--- src/hdl/lpfr_pkg.sv ---
// Shared types and constants for the length-prefixed frame receiver.
// No dependencies.
`default_nettype none

package lpfr_pkg;

  localparam int unsigned STORE_DEPTH_DEF = 64;
  localparam logic [7:0]  FLAG_RESET      = 8'd85;

  // Receive parser phase.
  typedef enum logic [1:0] {
    PH_HUNT,
    PH_LEN_HI,
    PH_LEN_LO,
    PH_DATA
  } phase_t;

  // One result item as it leaves the drain side.
  typedef struct packed {
    logic [7:0] data;
    logic       last;
    logic       empty;
  } out_item_t;

endpackage

`default_nettype wire

--- src/hdl/lpfr_front.sv ---
// Front side: flag hunt, length parse, payload store writes, frame commands.
// Depends on lpfr_pkg.
`default_nettype none

module lpfr_front #(
  parameter int unsigned STORE_DEPTH = 64,
  parameter int unsigned CNT_W       = $clog2(STORE_DEPTH + 1),
  parameter int unsigned ADDR_W      = $clog2(STORE_DEPTH)
) (
  input  wire logic              clk,
  input  wire logic              rst,
  input  wire logic [7:0]        start_flag,
  input  wire logic              push,
  input  wire logic [7:0]        rx_byte,
  output logic                   full,
  input  wire logic              store_free,
  output logic                   wr_en,
  output logic [ADDR_W-1:0]      wr_addr,
  output logic [7:0]             wr_data,
  output logic                   cmd_push,
  output logic [CNT_W-1:0]       cmd_count
);
  import lpfr_pkg::*;

  phase_t            phase, phase_next;
  logic [15:0]       exp_len, exp_len_next;
  logic [CNT_W-1:0]  fill_count, fill_count_next;
  logic [CNT_W-1:0]  fill_inc;
  logic              accept;
  logic              is_flag;

  // Payload bytes need the store; hold them off while a frame drains.
  assign full     = (phase == PH_DATA) && !store_free;
  assign accept   = push && !full;
  assign is_flag  = (rx_byte == start_flag);
  assign fill_inc = fill_count + CNT_W'(1);
  assign wr_addr  = fill_count[ADDR_W-1:0];
  assign wr_data  = rx_byte;

  always_ff @(posedge clk) begin
    if (rst) begin
      phase      <= PH_HUNT;
      exp_len    <= '0;
      fill_count <= '0;
    end else begin
      phase      <= phase_next;
      exp_len    <= exp_len_next;
      fill_count <= fill_count_next;
    end
  end

  always_comb begin
    phase_next      = phase;
    exp_len_next    = exp_len;
    fill_count_next = fill_count;
    wr_en           = 1'b0;
    cmd_push        = 1'b0;
    cmd_count       = fill_count;
    if (accept) begin
      unique case (phase)
        PH_HUNT: begin
          if (is_flag) phase_next = PH_LEN_HI;
        end
        PH_LEN_HI: begin
          exp_len_next = {8'd0, rx_byte};
          phase_next   = PH_LEN_LO;
        end
        PH_LEN_LO: begin
          exp_len_next = {exp_len[7:0], rx_byte};
          phase_next   = PH_DATA;
        end
        PH_DATA: begin
          priority if (is_flag) begin
            // flag ends the frame; emit only on an exact count
            cmd_push        = (16'(fill_count) == exp_len);
            fill_count_next = '0;
            phase_next      = PH_LEN_HI;
          end else if (fill_count == CNT_W'(STORE_DEPTH)) begin
            fill_count_next = '0;
            phase_next      = PH_HUNT;
          end else begin
            wr_en           = 1'b1;
            fill_count_next = fill_inc;
            if (16'(fill_inc) == exp_len) begin
              cmd_push        = 1'b1;
              cmd_count       = fill_inc;
              fill_count_next = '0;
              phase_next      = PH_HUNT;
            end
          end
        end
        default: phase_next = PH_HUNT;
      endcase
    end
  end

endmodule

`default_nettype wire

--- src/hdl/lpfr_cmdq.sv ---
// Two-entry queue of frame commands (byte count, zero for an empty frame).
// No package dependencies.
`default_nettype none

module lpfr_cmdq #(
  parameter int unsigned W = 7
) (
  input  wire logic         clk,
  input  wire logic         rst,
  input  wire logic         push,
  input  wire logic [W-1:0] din,
  input  wire logic         pop,
  output logic [W-1:0]      dout,
  output logic              empty,
  output logic              full
);

  logic [W-1:0] ent [2];
  logic         wptr, rptr;
  logic [1:0]   cnt;
  logic         do_push, do_pop;

  assign empty   = (cnt == 2'd0);
  assign full    = (cnt == 2'd2);
  assign dout    = ent[rptr];
  assign do_push = push && !full;
  assign do_pop  = pop && !empty;

  always_ff @(posedge clk) begin
    if (do_push) ent[wptr] <= din;
  end

  always_ff @(posedge clk) begin
    if (rst) begin
      wptr <= 1'b0;
      rptr <= 1'b0;
      cnt  <= 2'd0;
    end else begin
      if (do_push) wptr <= ~wptr;
      if (do_pop)  rptr <= ~rptr;
      cnt <= cnt + {1'b0, do_push} - {1'b0, do_pop};
    end
  end

endmodule

`default_nettype wire

--- src/hdl/lpfr_back.sv ---
// Back side: payload store, drain sequencer and two-entry result queue.
// Depends on lpfr_pkg.
`default_nettype none

module lpfr_back #(
  parameter int unsigned STORE_DEPTH = 64,
  parameter int unsigned CNT_W       = $clog2(STORE_DEPTH + 1),
  parameter int unsigned ADDR_W      = $clog2(STORE_DEPTH)
) (
  input  wire logic              clk,
  input  wire logic              rst,
  input  wire logic              wr_en,
  input  wire logic [ADDR_W-1:0] wr_addr,
  input  wire logic [7:0]        wr_data,
  input  wire logic              cmd_empty,
  input  wire logic [CNT_W-1:0]  cmd_count,
  output logic                   cmd_pop,
  output logic                   busy,
  output lpfr_pkg::out_item_t    out_item,
  output logic                   out_empty,
  input  wire logic              out_pop
);
  import lpfr_pkg::*;

  logic [7:0]       mem [STORE_DEPTH];
  logic [7:0]       rd_data;
  logic             rd_valid, rd_last, rd_empty;

  logic             active;
  logic [CNT_W-1:0] cur_idx, total;
  logic [CNT_W-1:0] cur_inc;
  logic             room, issue, issue_last;

  out_item_t        oq [2];
  logic             owptr, orptr;
  logic [1:0]       ocnt;
  logic             o_pop;

  assign busy       = active;
  assign cmd_pop    = !active && !cmd_empty;
  assign cur_inc    = cur_idx + CNT_W'(1);
  // count in-flight read so the queue never overflows
  assign room       = (ocnt == 2'd0) || ((ocnt == 2'd1) && !rd_valid);
  assign issue      = active && room;
  assign issue_last = (total == '0) || (cur_inc == total);

  always_ff @(posedge clk) begin
    if (wr_en) mem[wr_addr] <= wr_data;
    if (issue) rd_data <= mem[cur_idx[ADDR_W-1:0]];
  end

  always_ff @(posedge clk) begin
    if (issue) begin
      rd_last  <= issue_last;
      rd_empty <= (total == '0);
    end
  end

  always_ff @(posedge clk) begin
    if (rst) begin
      active   <= 1'b0;
      cur_idx  <= '0;
      total    <= '0;
      rd_valid <= 1'b0;
    end else begin
      rd_valid <= issue;
      if (cmd_pop) begin
        active  <= 1'b1;
        cur_idx <= '0;
        total   <= cmd_count;
      end else if (issue) begin
        if (issue_last) active <= 1'b0;
        else            cur_idx <= cur_inc;
      end
    end
  end

  // result queue
  assign out_empty = (ocnt == 2'd0);
  assign out_item  = oq[orptr];
  assign o_pop     = out_pop && !out_empty;

  always_ff @(posedge clk) begin
    if (rd_valid) begin
      oq[owptr].data  <= rd_empty ? 8'd0 : rd_data;
      oq[owptr].last  <= rd_last;
      oq[owptr].empty <= rd_empty;
    end
  end

  always_ff @(posedge clk) begin
    if (rst) begin
      owptr <= 1'b0;
      orptr <= 1'b0;
      ocnt  <= 2'd0;
    end else begin
      if (rd_valid) owptr <= ~owptr;
      if (o_pop)    orptr <= ~orptr;
      ocnt <= ocnt + {1'b0, rd_valid} - {1'b0, o_pop};
    end
  end

endmodule

`default_nettype wire

--- src/hdl/length_prefixed_frame_receiver_unit.sv ---
// Top level of the length-prefixed frame receiver.
// Depends on lpfr_pkg, lpfr_front, lpfr_cmdq, lpfr_back.
//
//   channel   ports                               handshake
//   --------  ----------------------------------  ------------------------
//   rx in     push, full, rx_byte                 push && !full
//   result    empty, pop, out_byte, frame_last,   pop && !empty
//             empty_frame
//   config    cfg_valid, cfg_ready, cfg_data      cfg_valid && cfg_ready
//
// Hunt and length bytes are taken every cycle. A payload byte, or a flag
// that closes a frame, is held off by full while a completed frame is
// queued or still being read out of the payload store: the command is
// popped, then the reads are paced by the two-entry result queue, and
// the hold-off lasts longer while the reader stalls.
// Synchronous reset clears parser phase, counts and queues; start_flag
// resets to 85. The result side stalls on its own behind a two-entry queue.
`default_nettype none

module length_prefixed_frame_receiver_unit #(
  parameter int unsigned STORE_DEPTH = lpfr_pkg::STORE_DEPTH_DEF
) (
  input  wire logic       clk,
  input  wire logic       rst,
  // receive side
  input  wire logic       push,
  output logic            full,
  input  wire logic [7:0] rx_byte,
  // result side
  output logic            empty,
  input  wire logic       pop,
  output logic [7:0]      out_byte,
  output logic            frame_last,
  output logic            empty_frame,
  // start flag register
  input  wire logic       cfg_valid,
  output logic            cfg_ready,
  input  wire logic [7:0] cfg_data
);
  import lpfr_pkg::*;

  localparam int unsigned CNT_W  = $clog2(STORE_DEPTH + 1);
  localparam int unsigned ADDR_W = $clog2(STORE_DEPTH);

  logic [7:0]        start_flag;
  logic              store_free;
  logic              wr_en;
  logic [ADDR_W-1:0] wr_addr;
  logic [7:0]        wr_data;
  logic              cmd_push, cmd_pop, cmd_empty, cmd_full;
  logic [CNT_W-1:0]  cmd_in, cmd_out;
  logic              back_busy;
  out_item_t         item;

  // the user must make config writes only while idle; the block does not enforce it, so always ready
  assign cfg_ready = 1'b1;

  always_ff @(posedge clk) begin
    if (rst) begin
      start_flag <= FLAG_RESET;
    end else if (cfg_valid && cfg_ready) begin
      start_flag <= cfg_data;
    end
  end

  // store belongs to the front only when nothing is queued or draining
  assign store_free = cmd_empty && !back_busy;

  lpfr_front #(
    .STORE_DEPTH (STORE_DEPTH),
    .CNT_W       (CNT_W),
    .ADDR_W      (ADDR_W)
  ) u_front (
    .clk        (clk),
    .rst        (rst),
    .start_flag (start_flag),
    .push       (push),
    .rx_byte    (rx_byte),
    .full       (full),
    .store_free (store_free),
    .wr_en      (wr_en),
    .wr_addr    (wr_addr),
    .wr_data    (wr_data),
    .cmd_push   (cmd_push),
    .cmd_count  (cmd_in)
  );

  lpfr_cmdq #(
    .W (CNT_W)
  ) u_cmdq (
    .clk   (clk),
    .rst   (rst),
    .push  (cmd_push),
    .din   (cmd_in),
    .pop   (cmd_pop),
    .dout  (cmd_out),
    .empty (cmd_empty),
    .full  (cmd_full)
  );

  lpfr_back #(
    .STORE_DEPTH (STORE_DEPTH),
    .CNT_W       (CNT_W),
    .ADDR_W      (ADDR_W)
  ) u_back (
    .clk       (clk),
    .rst       (rst),
    .wr_en     (wr_en),
    .wr_addr   (wr_addr),
    .wr_data   (wr_data),
    .cmd_empty (cmd_empty),
    .cmd_count (cmd_out),
    .cmd_pop   (cmd_pop),
    .busy      (back_busy),
    .out_item  (item),
    .out_empty (empty),
    .out_pop   (pop)
  );

  assign out_byte    = item.data;
  assign frame_last  = item.last;
  assign empty_frame = item.empty;

  // a frame command must never be lost to a full queue
  a_cmd_room: assert property (@(posedge clk) disable iff (rst)
    cmd_push |-> !cmd_full)
    else $error("frame command pushed into full queue");

  // the store is never written while a frame is being read out
  a_store_owner: assert property (@(posedge clk) disable iff (rst)
    wr_en |-> (!back_busy && cmd_empty))
    else $error("store written during drain");

  // an empty-frame result is a lone, final, zero item
  a_empty_item: assert property (@(posedge clk) disable iff (rst)
    (!empty && empty_frame) |-> (frame_last && (out_byte == 8'd0)))
    else $error("malformed empty-frame result");

endmodule

`default_nettype wire

--- config.mk ---
export PLATFORM = sky130hd
export DESIGN_NAME = length_prefixed_frame_receiver_unit
export DESIGN_NICKNAME = d
export VERILOG_FILES = /design/src/hdl/lpfr_pkg.sv /design/src/hdl/lpfr_front.sv /design/src/hdl/lpfr_cmdq.sv /design/src/hdl/lpfr_back.sv /design/src/hdl/length_prefixed_frame_receiver_unit.sv
export SDC_FILE = /design/constraint.sdc
export NUM_CORES = 1
export LEC_CHECK = 0
export BUFFER_PORTS_ARGS = -buffer_cell sky130_fd_sc_hd__buf_2
export CAP_MARGIN = 30
export CORE_ASPECT_RATIO = 1.5
export CORE_MARGIN = 2
export CORE_UTILIZATION = 45
export CTS_CLUSTER_SIZE = 10
export DETAILED_ROUTE_END_ITERATION = 12
export GPL_ROUTABILITY_DRIVEN = 0
export PLACE_DENSITY = 0.61
export SYNTH_ARGS = -nofsm -noshare
export SYNTH_HDL_FRONTEND = slang
export SYNTH_SLANG_ARGS = --single-unit
export TNS_END_PERCENT = 5
--- constraint.sdc ---
create_clock -name clk -period 6.1 [get_ports clk]
set_input_delay 1.525 -clock clk [delete_from_list [all_inputs] [get_ports clk]]
set_output_delay 1.525 -clock clk [all_outputs]
set_load 0.02 [all_outputs]
Word level (Yosys, flattened, before mapping)
Memory sizes are Yosys's and may differ from the RTL's. A register that Yosys moved wholly into a read port is not among the register bits.
Index checks and enable logic that the tools add are counted.
- memories kept: 3
- bits of input ports: 21
- output and inout bits: 13
- word-level logic and storage cells: 107
- flip-flop bits (word level): 52
- memory bits (read-only): 0
- memory bits (writable): 546
- latch bits: 0
- memory list (name ; words ; bits a word ; rd ports ; clocked after memory_dff ; write ports ; line ; source):
    u_back.mem ; 64 ; 8 ; 1 ; 1 ; 1 ; lpfr_back.sv:25 ; logic [7:0] mem [STORE_DEPTH];
    u_back.oq ; 2 ; 10 ; 1 ; 1 ; 1 ; lpfr_back.sv:34 ; out_item_t oq [2];
    u_cmdq.ent ; 2 ; 7 ; 1 ; 1 ; 1 ; lpfr_cmdq.sv:18 ; logic [W-1:0] ent [2];
- add/subtract/negate cells: 6
- $lt $le $gt $ge: 0
- shift operators: 0
- equality and inequality tests: 12
- mux-type cells: 35
- reductions and logical operators: 31
- $mul: 0
- div/mod/pow operators: 0
- bitwise operators: 5
- operators by type and width (cell ; number):
    $mux W7 ; 8
    $eq A7 B16 Y1 ; 2
    $pmux W16 S2 ; 1
    $mux W1 ; 20
    $add A7 B1 Y7 const B ; 2
    $logic_and A1 B1 Y1 ; 9
    $eq A8 B8 Y1 ; 1
    $mux W2 ; 4
    $mux W8 ; 1
    $pmux W2 S4 ; 1
    $reduce_and A2 Y1 ; 4
    $eq A7 B7 Y1 ; 1
    $eq A7 B7 Y1 const B ; 1
    $logic_not A1 Y1 ; 7
    $logic_not A7 Y1 ; 1
    $eq A2 B2 Y1 const B ; 3
    $logic_not A2 Y1 ; 3
    $reduce_bool A2 Y1 ; 3
    $not A1 Y1 ; 5
    $add A2 B1 Y2 ; 2
    $eq A2 B1 Y1 const B ; 2
    $ne A4 B3 Y1 const B ; 1
    $sub A2 B1 Y2 ; 2
    $reduce_and A3 Y1 ; 1
    3 further kinds ; 4

Logic depth before layout (Yosys ltp)
- word-level depth: 10
- depth in mapped cells: 13
- mapped depth without buffers: 12

Hierarchy
A second synthesis with hierarchy kept.
- cell total of the unflattened synthesis: 1363
- area, all modules: 24781.3 sq um
- modules (own cells, without submodules) (module ; area an instance (sq um) ; sequential area each (sq um) ; cells each ; times used):
    lpfr_back ; 21946.0 ; 16696.0 ; 1058 ; 1
    lpfr_front ; 1781.7 ; 500.5 ; 227 ; 1
    lpfr_cmdq ; 739.5 ; 520.5 ; 49 ; 1
    length_prefixed_frame_receiver_unit ; 314.1 ; 160.2 ; 29 ; 1

Worst setup path after synthesis
OpenSTA, ideal clock, no wires.
- kind: input port to flip-flop
- start: input port rx_byte[6]
- end: memory u_back.mem[13][0], enable pin
- setup time: 0.370 ns
- cell stages on the path: 7
- data arrival time: 3.165 ns
- path buffers: 1
- data required time: 5.730 ns
- setup slack: 2.564 ns
- cell sequence: xor2_1 -> nor4_1 -> a21oi_2 -> nand2b_1 -> or4b_1 -> clkbuf_1 -> nor2_1
- longest elaborated chain between the ends: 6
- RTL lines (what ; line ; source):
    start, declared ; length_prefixed_frame_receiver_unit.sv:28 ; input wire logic [7:0] rx_byte,
    $eq A8 B8 Y1 ; lpfr_front.sv:35 ; assign is_flag = (rx_byte == start_flag);
    $mux W1 ; lpfr_front.sv:73 ; priority if (is_flag) begin
    $mux W1 ; lpfr_front.sv:60 ; unique case (phase)
    $mux W1 ; lpfr_front.sv:59 ; if (accept) begin
    $mux W1 ; lpfr_back.sv:48 ; if (wr_en) mem[wr_addr] <= wr_data;
    $mux W1 (not written as such) ; lpfr_back.sv:48 ;
    end, declared ; lpfr_back.sv:25 ;
No other way between the ends.

Worst setup path after layout
- start: input port rx_byte[1]
- end: memory u_back.mem[7][1], enable pin
The elaborated chain is that of the path after synthesis.

==> metrics.md <==
| Metric | Value |
|---|---|
| Final period utilization | `66.2%` |
| Multi-input logic area | `6320 sq um` |
| Yosys reg bits | `614` |
| Fmax | `248 MHz` |
| Rows | `104` |
| I/O pin cnt | `34` |
| DP Wirelength | `36000 um` |
| Rel. slew slack | `27.5%` |
| YS warnings | `0` |
| Sequential area share after synthesis | `72.7%` |
| Max VDD drop | `243 uV` |
| CTS H-tree lvls | `3` |
| Core Util, Final | `50.9%` |
| Synthesized Nets | `1333` |
| Vias in the first global route | `12600` |
| Die Height | `290 um` |
| Reg clk slew, reported paths | `0.05 ns` |
| Fin cells | `2070` |
| CTS root buffer | `clkbuf_16` |
| Final ANT Viol Nets | `0` |
| Post-synth ARST share | `0%` |
| Fillers | `4361` |
| Cts hold-fix bufs | `0` |
| CP endpoint kind | `register` |
| Worst Hold Class | `reg -> reg` |
| Buf/Inv on CP | `1` |
| Antenna violations before repair | `0` |
| Register area | `17900 sq um` |
| Initial Util | `45.6%` |
| Die ar. | `56500 sq um` |
| Drt via density | `5.82` |
| Top_reg_cell synth | `edfxtp_1` |
| Pwr Density | `360 nW/um^2` |
| Area Growth Syn to Fin | `11.5%` |
| Post-Route WL | `56800 um` |
| Reg-to-Reg Start | `u_back.busy` |
| Worst setup SP type | `input pin` |
| Critical Path Fanout Max | `14` |
| CTS buffer count | `71` |
| Post-CTS setup buffer count | `0` |
| Wire length of the first global-routing pass | `84000 um` |
| Critical-path top delay cell | `nor4_1` |
| CTS tree | `yes` |
| Mean post-synth cell area | `18.9 sq um` |
| Gate Count Post-Synth | `1301` |
| CP arrival | `4.29 ns` |
| CP required | `6.35 ns` |
| Crit Path Category | `in -> reg` |
| CP cell instances | `buf_2 > xor2_1 > nor4_1 > a21oi_2 > and2b_1 > nand3b_1 > nor2_1` |
| Outcome | `finished clean` |
| Slowest stage delay, CP | `0.83 ns` |
| RSZ-0062 raised after global routing | `no` |
| WL per Instance | `27.4 um` |
| Leak pwr | `8.42 nW` |
| Hold Startpoint | `u_front.exp_len[11]` |
| Worst slew pin tran | `1.08 ns` |
| Worst-Skew Late Latency | `0.61 ns` |
| Core area | `53900 sq um` |
| Yosys cell types | `69` |
| Post_cts resized | `0` |
| Setup-failing EPs final | `0` |
| Antenna cell count | `0` |
| Critical path startpoint | `rx_byte[1]` |
| Clk sink count | `614` |
| DRC Markers | `0` |
| DIE WIDTH | `195 um` |
| CTS Buffer Depth | `3` |
| Final Max Tran Viols | `0` |
| DR vias | `12000` |
| Post-synth EDFFs | `556` |
| Max-cap violations | `0` |
| Setup TNS | `0 ns` |
| Placed Cells | `1964` |
| CP top delay family | `simple AND/OR/NAND/NOR gates` |
| Share of post-route cells with drive strength above 1 | `23.2%` |
| Mapped cell area | `24600 sq um` |
| Final nets | `1380` |
| Final Skew | `0.0221 ns` |
| DR iter-0 viols | `1073` |
| Remaining Overflow, GRT | `0` |
| First-pass DRT Iterations | `5` |
| Largest net degree at the start of global routing | `91` |
| Final min period | `4.04 ns` |
| I/O Buffers | `32` |
| All-Layer GR Usage | `20.5%` |
| Final number of hold-violating endpoints | `0` |
| Pwr Total | `9.86 mW` |
-- kinds of logic after synthesis --
kind of cell | synth area share (%)
other | 0.0153
muxes | 15.9
DFF | 72.7
xor gates and xnor gates | 1.21
buffers and inverters | 1.63
AOI/OAI and AO/OA | 2.60
and+or+nand+nor | 5.38
adders and majority gates | 0.560
-- registers in the layout (all words and copies together), names as in the netlist, 8 cells and up, named ones only --
signal and cells:
u_back.rd_data 8, u_cmdq.ent 14, start_flag 8, u_back.oq 20
u_front.exp_len 16, u_back.mem 512
-- per-stage QoR --
stage          hold WS, ns  setup WS, ns  instance area [sq um]
4_1_cts              0.453          2.08                  27400
3_5_place_dp         0.445          1.45                  25400
2_1_floorplan        0.421          2.56                  24600
3_3_place_gp         0.439          1.47                  25400
5_1_grt              0.469          1.89                  27400
6_report             0.452          2.06                  27400
-- Yosys cell counts (12+ instances only) --
| master | instances | area (sq um) |
|---|---|---|
| edfxtp_1 | 556 | 16700 |
| nor2b_1 | 17 | 106 |
| xnor2_1 | 14 | 123 |
| nand3_1 | 19 | 95.1 |
| mux4_2 | 160 | 3600 |
| a21oi_1 | 19 | 95.1 |
| xor2_1 | 20 | 175 |
| mux2i_1 | 18 | 180 |
| buf_2 | 12 | 60.1 |
| nand2_1 | 66 | 248 |
| clkbuf_1 | 43 | 161 |
| dfxtp_1 | 58 | 1160 |
| a22oi_1 | 17 | 128 |
| nor2_1 | 112 | 420 |
-- cell usage in the layout (no fill, tap or decap), drive strengths merged, types with 10 or more instances in the layout --
cell type  instances
a211oi            10
a21oi             25
a22oi             17
buf               47
clkbuf           102
dfxtp             58
edfxtp           556
ha                11
inv               14
mux2              12
mux2i             18
mux4             160
nand2             67
nand3             23
nor2             112
nor2b             17
nor3              11
o21ai             10
xnor2             14
xor2              20
-- final cells by class --
type | count | share of cell area [%]
sequential | 614 | 65.2
inverter | 13 | 0.178
multi-input combinational | 601 | 23.1
tap | 689 | 3.15
clock inverter | 4 | 0.142
timing repair buffer | 47 | 1.10
clock buffer | 102 | 7.14
-- report_power, final --
group	leakage [nW]	switching (mW)	internal, mW
logic	1.98	0.723	0.591
registers	5.48	0.0915	4.70
clock network	0.965	1.55	2.20
total	8.42	2.36	7.49
-- metal layers --
metal  wire length (um)  part of all wire, %  track usage [%]  vias to the layer above
li1                   -                    -                -                     5299
met1              21800                   38             24.6                     6314
met2              30800                   54             37.4                      343
met3               2560                  4.5             3.39                       84
met4               1550                  2.7             6.68                        0
met5                  0                    0                0                        -
-- worst min-delay path, delay by kind of cell, from the launching register on --
kind               cells  cell delay, ns
and+or+nand+nor        1            0.05
DFF                    1            0.31
AOI/OAI and AO/OA      1            0.05
-- path summary, 6_finish.rpt --
path | endpoint | slack (ns) | cells after the start
max | u_back.mem[7][1] | 2.06 | 7
min | u_front.exp_len[11] | 0.45 | 2
max reg2reg | u_back.mem[3][6] | 2.55 | 6
min reg2reg | u_front.exp_len[11] | 0.45 | 2
Note: power is estimated with default switching activity, not from simulation.
